$ cat config.mk
export PLATFORM = sky130hd
export DESIGN_NAME = ring_fifo_with_overwrite
export DESIGN_NICKNAME = d
export VERILOG_FILES = /design/src/rfo_pkg.sv /design/src/rfo_cell.sv /design/src/rfo_chain.sv /design/src/ring_fifo_with_overwrite.sv
export SDC_FILE = /design/constraint.sdc
export NUM_CORES = 1
export LEC_CHECK = 0
export ABC_AREA = 0
export BUFFER_PORTS_ARGS = -buffer_cell sky130_fd_sc_hd__buf_2
export CAP_MARGIN = 20
export CORE_ASPECT_RATIO = 1.1
export CORE_MARGIN = 5
export CORE_UTILIZATION = 64
export CTS_BUF_LIST = sky130_fd_sc_hd__clkbuf_8
export DETAILED_ROUTE_END_ITERATION = 7
export GPL_TIMING_DRIVEN = 0
export PLACE_DENSITY_LB_ADDON = 0.15
export SYNTH_ARGS = -nofsm -noshare
export SYNTH_HDL_FRONTEND = slang
export SYNTH_SLANG_ARGS = --single-unit
export TNS_END_PERCENT = 30
$ cat constraint.sdc
create_clock -name clk -period 4.14 [get_ports clk]
set_input_delay 0 -clock clk [delete_from_list [all_inputs] [get_ports clk]]
set_output_delay 0 -clock clk [all_outputs]
set_load 0.05 [all_outputs]
$ cat src/rfo_pkg.sv
// Shared types and constants for the ring FIFO with overwrite.
`timescale 1ns / 1ps
`default_nettype none
package rfo_pkg;

  // Build-time defaults
  localparam int DEPTH_DEF      = 16;
  localparam int ITEM_WIDTH_DEF = 32;

  // Fixed port widths
  localparam int DATA_W   = 32;
  localparam int COUNT_W  = 5;
  localparam int EXT_W    = 64;
  localparam int CNT_EXT_W = 16;

  // Access codes
  typedef enum logic [1:0] {
    CMD_PEEK  = 2'd0,
    CMD_READ  = 2'd1,
    CMD_WRITE = 2'd2
  } cmd_t;

  // Result status codes
  typedef enum logic [1:0] {
    ST_OK    = 2'd0,
    ST_EMPTY = 2'd1,
    ST_FULL  = 2'd2
  } status_t;

  // Per-cell control: shift towards the head, or load the write item
  typedef struct packed {
    logic shift;
    logic load;
  } cell_ctl_t;

endpackage
`default_nettype wire

$ cat src/rfo_cell.sv
// One storage cell of the FIFO chain: holds an item, takes its neighbour's on a shift.
`timescale 1ns / 1ps
`default_nettype none
module rfo_cell #(
  parameter int ITEM_WIDTH = rfo_pkg::ITEM_WIDTH_DEF
) (
  input  wire logic                  clk,
  input  wire rfo_pkg::cell_ctl_t    ctl,
  input  wire logic [ITEM_WIDTH-1:0] nbr,
  input  wire logic [ITEM_WIDTH-1:0] wdata,
  output logic      [ITEM_WIDTH-1:0] q
);

  // Load wins over shift; the loaded slot is never the one shifted out of
  always_ff @(posedge clk) begin
    if (ctl.load) begin
      q <= wdata;
    end else if (ctl.shift) begin
      q <= nbr;
    end
  end

endmodule
`default_nettype wire

$ cat src/rfo_chain.sv
// Row of storage cells; cell 0 holds the oldest item, items move one cell per shift.
`timescale 1ns / 1ps
`default_nettype none
module rfo_chain #(
  parameter int DEPTH      = rfo_pkg::DEPTH_DEF,
  parameter int ITEM_WIDTH = rfo_pkg::ITEM_WIDTH_DEF,
  localparam int IDX_W     = $clog2(DEPTH)
) (
  input  wire logic                  clk,
  input  wire logic                  shift,
  input  wire logic                  load,
  input  wire logic [IDX_W-1:0]      load_pos,
  input  wire logic [ITEM_WIDTH-1:0] wdata,
  output logic      [ITEM_WIDTH-1:0] head
);

  logic [ITEM_WIDTH-1:0] q [DEPTH];

  for (genvar i = 0; i < DEPTH; i++) begin : g_cell
    rfo_pkg::cell_ctl_t    ctl;
    logic [ITEM_WIDTH-1:0] nbr;

    // Each cell decodes its own place for the write
    assign ctl.shift = shift;
    assign ctl.load  = load && (load_pos == IDX_W'(i));

    // Tail cell has no neighbour; it keeps its own value on a shift
    if (i == DEPTH - 1) begin : g_tail
      assign nbr = q[i];
    end else begin : g_mid
      assign nbr = q[i+1];
    end

    rfo_cell #(
      .ITEM_WIDTH(ITEM_WIDTH)
    ) u_cell (
      .clk  (clk),
      .ctl  (ctl),
      .nbr  (nbr),
      .wdata(wdata),
      .q    (q[i])
    );
  end

  assign head = q[0];

endmodule
`default_nettype wire

$ cat src/ring_fifo_with_overwrite.sv
// Top level of the ring FIFO with overwrite: access decode, fill count and result register.
`timescale 1ns / 1ps
`default_nettype none
// One access (peek, read or write) is taken per transfer on the input side and
// gives one result, registered, in the cycle after. Items sit in a chain of
// DEPTH cells with the oldest in the first cell, so a read or an overwriting
// write shifts the whole chain by one place in the same cycle; a new access
// is taken whenever the result register is empty or is drained in that cycle.
// A write to a full queue is refused (status full) unless its overwrite flag
// drops the oldest item. Every result carries the fill count after the access;
// read data is zero unless a peek or read found an item. No clearing pass
// follows reset.
module ring_fifo_with_overwrite #(
  parameter int DEPTH      = rfo_pkg::DEPTH_DEF,
  parameter int ITEM_WIDTH = rfo_pkg::ITEM_WIDTH_DEF
) (
  input  wire logic                          clk,
  input  wire logic                          rst,
  input  wire logic                          in_valid,
  output logic                               in_ready,
  input  wire logic [1:0]                    command,
  input  wire logic [rfo_pkg::DATA_W-1:0]    write_data,
  input  wire logic                          overwrite,
  output logic                               out_valid,
  input  wire logic                          out_ready,
  output logic [1:0]                         status,
  output logic [rfo_pkg::DATA_W-1:0]         read_data,
  output logic [rfo_pkg::COUNT_W-1:0]        item_count
);

  localparam int IDX_W = $clog2(DEPTH);
  localparam int CNT_W = $clog2(DEPTH + 1);

  logic                   take;
  logic [CNT_W-1:0]       count;
  logic [CNT_W-1:0]       count_next;
  logic                   empty;
  logic                   full;
  logic                   shift;
  logic                   load;
  logic [IDX_W-1:0]       load_pos;
  logic [ITEM_WIDTH-1:0]  head;
  logic [ITEM_WIDTH-1:0]  store_data;
  logic [rfo_pkg::EXT_W-1:0]     wd_ext;
  logic [rfo_pkg::EXT_W-1:0]     head_ext;
  logic [rfo_pkg::CNT_EXT_W-1:0] cnt_ext;
  logic [1:0]                    status_next;
  logic [rfo_pkg::DATA_W-1:0]    rdata_next;

  assign in_ready = !out_valid || out_ready;
  assign take     = in_valid && in_ready;
  assign empty    = (count == '0);
  assign full     = (count == CNT_W'(DEPTH));

  // Fit the port data to the item width and back
  assign wd_ext     = rfo_pkg::EXT_W'(write_data);
  assign store_data = wd_ext[ITEM_WIDTH-1:0];
  assign head_ext   = rfo_pkg::EXT_W'(head);

  // Access decode
  always_comb begin
    shift       = 1'b0;
    load        = 1'b0;
    load_pos    = count[IDX_W-1:0];
    count_next  = count;
    status_next = rfo_pkg::ST_OK;
    rdata_next  = '0;
    case (command)
      rfo_pkg::CMD_PEEK: begin
        if (empty) begin
          status_next = rfo_pkg::ST_EMPTY;
        end else begin
          rdata_next = head_ext[rfo_pkg::DATA_W-1:0];
        end
      end
      rfo_pkg::CMD_READ: begin
        if (empty) begin
          status_next = rfo_pkg::ST_EMPTY;
        end else begin
          rdata_next = head_ext[rfo_pkg::DATA_W-1:0];
          shift      = 1'b1;
          count_next = count - CNT_W'(1);
        end
      end
      rfo_pkg::CMD_WRITE: begin
        if (full) begin
          if (overwrite) begin
            // drop the oldest, new item lands in the last cell
            shift    = 1'b1;
            load     = 1'b1;
            load_pos = IDX_W'(DEPTH - 1);
          end else begin
            status_next = rfo_pkg::ST_FULL;
          end
        end else begin
          load       = 1'b1;
          count_next = count + CNT_W'(1);
        end
      end
      default: begin
      end
    endcase
  end

  rfo_chain #(
    .DEPTH     (DEPTH),
    .ITEM_WIDTH(ITEM_WIDTH)
  ) u_chain (
    .clk     (clk),
    .shift   (shift && take),
    .load    (load && take),
    .load_pos(load_pos),
    .wdata   (store_data),
    .head    (head)
  );

  // Fill count and result valid
  always_ff @(posedge clk) begin
    if (rst) begin
      count     <= '0;
      out_valid <= 1'b0;
    end else begin
      if (take) begin
        count <= count_next;
      end
      if (take) begin
        out_valid <= 1'b1;
      end else if (out_ready) begin
        out_valid <= 1'b0;
      end
    end
  end

  assign cnt_ext = rfo_pkg::CNT_EXT_W'(count_next);

  // Result payload
  always_ff @(posedge clk) begin
    if (take) begin
      status     <= status_next;
      read_data  <= rdata_next;
      item_count <= cnt_ext[rfo_pkg::COUNT_W-1:0];
    end
  end

  // Checks
  a_count_bound: assert property (@(posedge clk) disable iff (rst)
    count <= CNT_W'(DEPTH))
    else $error("fill count above depth");

  a_result_follows: assert property (@(posedge clk) disable iff (rst)
    take |=> out_valid)
    else $error("transfer gave no result");

  a_full_refused: assert property (@(posedge clk) disable iff (rst)
    (take && full && !overwrite && command == rfo_pkg::CMD_WRITE) |=>
      (status == rfo_pkg::ST_FULL && count == $past(count)))
    else $error("refused write changed the queue");

  a_empty_read: assert property (@(posedge clk) disable iff (rst)
    (take && empty && (command == rfo_pkg::CMD_READ || command == rfo_pkg::CMD_PEEK)) |=>
      (status == rfo_pkg::ST_EMPTY && read_data == '0 && count == '0))
    else $error("access on empty queue misreported");

endmodule
`default_nettype wire
==> summary.txt, run 1 <==
Status
  – Status: finished with violations
  – Violated checks: DRC

Detailed routing
  – Total wire length: 36840 um
  – Via-to-Cell Ratio: 5.479
  – DR iter-0 viols: 543
  – Drt pass-1 iters: 7
  – Wire per inst: 17.82 um
  – Remaining antenna violation count: 0
  – Vias: 11.33k
  – Drc violations: 1

Clocking
  – Clock transition at path regs: 0.06 ns
  – CTS root buf: clkbuf_8
  – CTS tree: done
  – Clock latency on the worst-skew pair: 0.62 ns
  – CTS resizes: 0
  – Clk buf depth: 3
  – # Post-CTS Setup Buffers: 0
  – # H-tree levels: 3
  – Clk sinks: 557
  – Number of CTS-inserted buffers: 85

Power
  – Peak VDD IR: 0.2808 mV
  – Static Leak: 9.743 nW
  – Seq pwr share: 58.5%
  – Int Power: 8.440 mW
  – Power per standard cell area: 396.1 nW/um2
  – Sw frac: 21.79%
  – Psw: 2.351 mW
  – Clock share of power: 36.3%
  – Comb pwr share: 5.1%

Global routing
  – First-pass GRT wire length: 61950 um
  – Grt ovf: 0
  – Initial antenna violation count: 0
  – Overall fraction of global-route tracks in use: 18.35%
  – Met3 usage: 3.630%
  – Met1 usage: 24.26%
  – Vias in the first global route: 12.10k
  – GR Util met2: 31.41%
  – Largest net degree at the start of global routing: 42
  – Global routing's busiest layer: met2

Placed design
  – Placed insts: 1878
  – Post-DP Area: 25380 um2
  – Global placement routability congestion: 0.8890
  – DP Wirelength: 25970 um
  – IO buf count: 78

Final layout
  – Nets@finish: 1555
  – Area growth from synthesis to layout: 13.22%
  – Post-Layout Inst Area: 27240 um2
  – Inserted Diodes: 0
  – Utilization after layout: 73.38%
  – Fill cell count: 2201
  – Post-route insts no fill: 2067
  – FF+latch area: 16670 um2
  – Layout cells sized above 1: 46.85%
  – Area of the multi-input gates: 6859 um2

Synthesis
  – Most common cell in the synthesized netlist: edfxtp_1
  – Flop and latch count out of synthesis: 557
  – Syn Std Cell Area: 24060 um2
  – Post-synth top area cell: edfxtp_1
  – Seq/Total Area, Yosys: 69.26%
  – Proportion of netlist area held by the largest area contributor: 68.76%
  – Fraction of registers with async set or reset after synthesis: 0%
  – Commonest cells post-synth: edfxtp_1 (551), mux2_2 (359), mux2_4 (116), clkbuf_1 (44), buf_2 (39)
  – Top_reg_cell synth: edfxtp_1
  – Post-synth EDFFs: 551
  – Syn Nets: 1335
  – Ys Warns: 0
  – Top cells by area, synth: edfxtp_1 (69%), mux2_2 (17%), mux2_4 (7.2%), and2_1 (0.83%), buf_2 (0.81%)
  – Yosys cell types: 45
  – Mapped Avg Cell Area: 18.65 um2
  – Post-synthesis cell count: 1290

Worst setup path
  – Crit path arrival time: 4.07 ns
  – Crit start category: flop
  – Worst path slowest cell: nor3_2
  – CP peak stage delay: 0.65 ns
  – R2R cell count: 10
  – CP Cell Sequence: clkbuf_1 -> inv_1 -> ha_1 -> nand4bb_1 -> buf_4 -> nand4_4 -> nor3_2 -> buf_2 -> nand2b_1 -> buf_8
  – Critical path data required time: 4.45 ns
  – Critical Path End Type: flop
  – Reg-to-reg setup timing slack: 0.37 ns
  – CP max FO: 21
  – Critical path class: reg2reg

Floorplan
  – Die ar.: 41580 um2
  – Initial core utilization: 64.81%
  – Die height: 213.4 um
  – IO Pins: 80
  – Row cnt: 74
  – Die W: 194.9 um
  – Core ar.: 37130 um2

STA
  – Fin crit period: 3.767 ns
  – Final hold violations: 0
  – Worst Max-Slew Pin Slew: 1.097 ns
  – RSZ-0062 raised after global routing: no
  – Relative slew slack: 26.29%
  – Highest Clock Rate: 265.5 MHz
  – Final setup violation count: 0
  – Setup_tns: 0 ns
  – Fin Hold WS: 0.2072 ns
  – Max Transition Viols Final: 0
  – Crit share post-route: 90.99%
  – Clk_skew: 0.02432 ns

Flow run
  – Max cap viols: 0

Hold path
  – Hold Crit Class: in2reg
  – Hold Path Stages: 2
-- path summary, 6_finish.rpt --
kind	startpoint	endpoint
max	count[0]	u_chain.g_cell[14].u_cell.q[13]
min	write_data[12]	u_chain.g_cell[15].u_cell.q[12]
max reg2reg	count[0]	u_chain.g_cell[14].u_cell.q[13]
min reg2reg	u_chain.g_cell[0].u_cell.q[8]	read_data[8]
-- layout make-up --
type                            count  share of cell area (%)
Multi-Input combinational cell    627                   25.18
Buffer                             97                   1.888
Clock inverter                     62                  0.9461
Tap cell                          494                   2.269
Clock buffer                       88                   4.446
Inverter                            9                  0.1240
Sequential cell                   557                   61.17
Timing Repair Buffer              133                   3.977
-- per-layer routing --
layer  routed length (um)  up-vias
li1                     -     5440
met1                15410     5573
met2                18720      252
met3                 2073       61
met4                  641        0
met5                    0        -
-- repair_timing --
item	in CTS	in global routing
hold buffers	39	0
endpoints found under the hold margin	200	0
setup endpoints to repair	0	0
-- stage by stage --
stage | setup slack (ns) | power [mW]
after floorplan | 0.7364 | 6.778
after global placement | -0.2301 | 6.919
after detailed placement | 0.3491 | 6.957
after CTS | 0.3237 | 10.92
after global routing | 0.05233 | 11.25
final | 0.3731 | 10.79
-- sequential cells by signal, summed over array words and instances (netlist names) --
name                     count
status                       2
u_chain.g_cell.u_cell.q    512
item_count                   5
count                        5
out_valid                    1
read_data                   32
-- worst max-delay path: cells and delay by family, from the launching register on --
family / cells / cell delay (ns)
buffers and inverters: 5 / 1.21
AND/OR/NAND/NOR: 4 / 1.58
adder cells (fa/ha/maj): 1 / 0.31
flip-flops: 1 / 0.33
-- layout by cell type (no fill, tap or decap), types with 11 or more instances in the layout --
| cell | Yosys | layout |
|---|---|---|
| buf_6 | 13 | 13 |
| edfxtp_1 | 551 | 551 |
| mux2_4 | 116 | 116 |
| nand2b_1 | 15 | 15 |
| dlygate4sd3_1 | 0 | 39 |
| buf_8 | 0 | 11 |
| clkinv_1 | 0 | 19 |
| inv_1 | 9 | 40 |
| clkbuf_8 | 0 | 88 |
| buf_2 | 39 | 117 |
| and2_1 | 32 | 32 |
| mux2_2 | 359 | 359 |
| clkbuf_1 | 44 | 44 |
| nand2_1 | 18 | 18 |
-- power by group through the flow --
stage | Combinational (mW) | Sequential (mW) | Clock (mW)
detailed placement | 0.523 | 6.43 | 0
floorplan | 0.249 | 6.53 | 0
CTS | 0.555 | 6.32 | 4.05
global route | 0.598 | 6.32 | 4.33
finish | 0.553 | 6.32 | 3.92
global placement | 0.486 | 6.43 | 0
-- kinds of logic after synthesis --
| kind of cell | share of synthesized area [%] |
|---|---|
| adders and majority gates | 0.3120 |
| AOI/OAI and AO/OA | 0.7436 |
| buffers and inverters | 2.278 |
| and+or+nand+nor | 3.089 |
| DFF | 69.26 |
| muxes | 24.31 |
No activity file was read; power rests on OpenSTA's default activity.
==> run 2, diff against run 1 <==
Settings changed: ABC_AREA 0 to 1.
==> summary.txt, run 2 <==
Final layout
  – Layout cells sized above 1: 12.98% (-34 points)
  – Fill cell count: 2360 (+7.2%)
  – FF+latch area: 16670 um2 (unchanged)
  – Max reg flops: 512 (unchanged)
  – Area growth from synthesis to layout: 14.29%
  – Post-route insts no fill: 2914 (+41%)
  – Commonest non-fill, non-tap cell in the layout: nand2_1
  – Biggest regs: u_chain.g_cell.u_cell.q (512), read_data (32)
  – Area of the multi-input gates: 5748 um2 (-16%)
  – Most frequent cells in the layout: nand2_1 (856), edfxtp_1 (551), o21ai_0 (188)
  – Most flops, register: u_chain.g_cell.u_cell.q
  – Nets@finish: 2410 (+55%)
  – Inserted Diodes: 0 (unchanged)

STA
  – Relative slew slack: 38.36% (+12 points)
  – Worst Max-Slew Pin Slew: 0.9214 ns (-0.1759 ns)
  – Final hold violations: 0 (unchanged)
  – RSZ-0062 raised after global routing: no
  – Final setup violation count: 0 (unchanged)
  – Clk_skew: 0.02832 ns (+0.004001 ns)
  – Max Transition Viols Final: 0 (unchanged)
  – Fin crit period: 3.342 ns (-0.4250 ns)
  – Highest Clock Rate: 299.2 MHz (+13%)
  – Crit share post-route: 80.72% (-10 points)

Clocking
  – Hold_buf cts: 40 (+2.6%)
  – Number of CTS-inserted buffers: 86 (+1.2%)
  – CTS resizes: 0 (unchanged)
  – Clk buf depth: 3 (unchanged)
  – CTS root buf: clkbuf_8
  – Clock latency on the worst-skew pair: 0.63 ns (about the same)
  – Clock transition at path regs: 0.06 ns (about the same)
  – Clk sinks: 557 (unchanged)
  – # H-tree levels: 3 (unchanged)
  – CTS tree: done
  – # Post-CTS Setup Buffers: 0 (unchanged)

Synthesis
  – Commonest cells post-synth: nand2_1 (857), edfxtp_1 (551), o21ai_0 (188), nand3_1 (143), buf_2 (96)
  – Ys Warns: 0 (unchanged)
  – Mapped Avg Cell Area: 10.95 um2 (-41%)
  – Top cells by area, synth: edfxtp_1 (71%), nand2_1 (14%), o21ai_0 (4.0%), nand3_1 (3.1%), buf_2 (2.0%)
  – Post-synthesis cell count: 2142 (+66%)
  – Post-synth top area cell: edfxtp_1
  – Syn Nets: 2187 (+64%)
  – Fraction of registers with async set or reset after synthesis: 0% (unchanged)
  – Most common cell in the synthesized netlist: nand2_1
  – Flop and latch count out of synthesis: 557 (unchanged)
  – Seq/Total Area, Yosys: 71.07% (+1.8 points)
  – Syn Std Cell Area: 23450 um2 (-2.5%)
  – Post-synth EDFFs: 551 (unchanged)
  – Yosys cell types: 32 (-29%)
  – Proportion of netlist area held by the largest area contributor: 70.55% (+1.8 points)
  – Top_reg_cell synth: edfxtp_1

Worst setup path
  – Critical path class: reg2reg
  – CP peak stage delay: 0.72 ns (+0.07 ns)
  – RR Startpoint: count[0]
  – Crit start category: flop
  – Critical Path End Type: flop
  – CP max FO: 32 (+52%)
  – Worst flop-to-flop path endpoint: u_chain.g_cell[14].u_cell.q[8]
  – R2R cell count: 8 (-2)
  – Critical path data required time: 4.28 ns (-0.17 ns)
  – Worst path slowest cell: o211ai_1
  – CP dominant cell by count: inv_1
  – CP Cell Sequence: inv_1 -> ha_1 -> nand3_1 -> nand2_1 -> inv_1 -> o211ai_1 -> buf_2 -> nand2_2
  – Crit path arrival time: 3.48 ns (-0.59 ns)
  – Reg-to-reg setup timing slack: 0.80 ns (+0.42 ns)

Detailed routing
  – Met2 routed WL: 25160 um (+34%)
  – Top sig layer: met4
  – DR iter-0 viols: 1541 (+180%)
  – Wire per inst: 17.20 um (-3.5%)
  – Via-to-Cell Ratio: 5.548 (+1.2%)
  – Total wire length: 50120 um (+36%)
  – Drt pass-1 iters: 6 (-1)
  – Remaining antenna violation count: 0 (unchanged)
  – Drc violations: 0 (-1)
  – Vias: 16.17k (+43%)
  – Metal3 WL: 4255 um (+110%)
  – Metal-1 WL: 19350 um (+26%)

Power
  – Peak VDD IR: 0.2757 mV (-1.8%)
  – Power per standard cell area: 418.8 nW/um2 (+5.8%)
  – Static Leak: 11.17 nW (+15%)
  – Final Total Pwr: 11.23 mW (+4.0%)

Global routing
  – First-pass GRT wire length: 79350 um (+28%)
  – Vias in the first global route: 15.84k (+31%)
  – Grt ovf: 0 (unchanged)
  – Initial antenna violation count: 0 (unchanged)
  – Overall fraction of global-route tracks in use: 24.98% (+6.6 points)
  – Largest net degree at the start of global routing: 33 (-21%)

Hold path
  – Hold Crit Class: in2reg
  – Hold Path Stages: 2 (unchanged)
  – Hold path endpoint: u_chain.g_cell[15].u_cell.q[7]
  – Hold Path Origin: write_data[7]

Floorplan
  – Die W: 192.5 um (-1.2%)
  – Row cnt: 73 (-1.4%)
  – Initial core utilization: 64.84% (about the same)
  – Core ar.: 36170 um2 (-2.6%)
  – Die ar.: 40580 um2 (-2.4%)
  – IO Pins: 80 (unchanged)
  – Die height: 210.8 um (-1.2%)

Placed design
  – DP Wirelength: 36190 um (+39%)
  – IO buf count: 79 (+1.3%)
  – Global placement routability congestion: 0.8472 (-4.7%)
  – Placed insts: 2724 (+45%)

Status
  – Status: finished, final reports clean

Flow run
  – Max cap viols: 0 (unchanged)
## run 2: cell count changes after synthesis, moves of 57 or more
| cell | previous run | this run |
|---|---|---|
| mux2_2 | 359 | 0 |
| o21ai_1 | 0 | 75 |
| mux2_4 | 116 | 0 |
| inv_1 | 9 | 83 |
| o21ai_0 | 5 | 188 |
| nand3_1 | 6 | 143 |
| nand2_1 | 18 | 857 |
| buf_2 | 39 | 96 |
## run 2: critical path, delay by kind of cell, from the launching register on
family | cells | cell delay, ns
AOI/OAI and AO/OA | 1 | 0.72
adders and majority gates | 1 | 0.26
buffers and inverters | 3 | 0.60
DFF | 1 | 0.38
and+or+nand+nor | 3 | 0.89
## run 2: how the worst max path moves through the flow
stage                     startpoint                               to  slack, ns  cells past startpoint
after global routing        count[0]   u_chain.g_cell[14].u_cell.q[8]       0.68                      8
after detailed placement    count[0]  u_chain.g_cell[12].u_cell.q[17]       0.85                     11
after floorplan            out_valid    u_chain.g_cell[4].u_cell.q[0]       0.23                      6
final                       count[0]   u_chain.g_cell[14].u_cell.q[8]       0.80                      8
after CTS                   count[0]  u_chain.g_cell[12].u_cell.q[20]       0.84                     11
after global placement      count[0]  u_chain.g_cell[15].u_cell.q[16]      -0.56                      9
## run 2: cell type report
type	instances	share of cell area [%]
inverters	90	1.270
repair buffers	135	4.556
clock buffers	90	4.622
plain buffers	150	2.638
multi-input cells	1345	21.45
well taps	487	2.273
flip-flops and latches	557	62.18
clock inverters	60	1.013
## run 2: logic make-up (layout without fill, tap and decap cells)
logic type / Yosys count / in the layout / synth area share, %
fa+ha+maj: 6 / 6 / 0.3201
compound gates: 274 / 274 / 5.906
simple gates: 1063 / 1063 / 18.17
flops: 557 / 557 / 71.07
buf+inv: 240 / 525 / 4.466
xor+xnor: 2 / 2 / 0.07471
## run 2: power breakdown
group / switching [mW] / internal [mW]
Sequential: 0.0389 / 6.34
Clock: 2.03 / 2.06
Combinational: 0.548 / 0.198
## run 2: stage by stage
step | TNS (ns) | instance area [um2] | hold slack [ns] | util (%) | setup slack (ns)
2_1_floorplan | 0 | 23450 | 0.06907 | - | 0.2326
5_1_grt | 0 | 26800 | 0.05831 | 74.10 | 0.6810
4_1_cts | 0 | 26800 | 0.04837 | 74.10 | 0.8352
3_5_place_dp | 0 | 24890 | 0.1897 | 68.82 | 0.8524
3_3_place_gp | -91.82 | 24460 | 0.1897 | 67.61 | -0.5594
6_report | 0 | 26800 | 0.08434 | 74.10 | 0.7981
## run 2: routing by layer
metal | GRT usage (%) | up-vias
met1 | 32.04 | 7627
met5 | 0 | -
met4 | 9.124 | 0
met3 | 4.711 | 104
li1 | - | 7725
met2 | 42.87 | 710
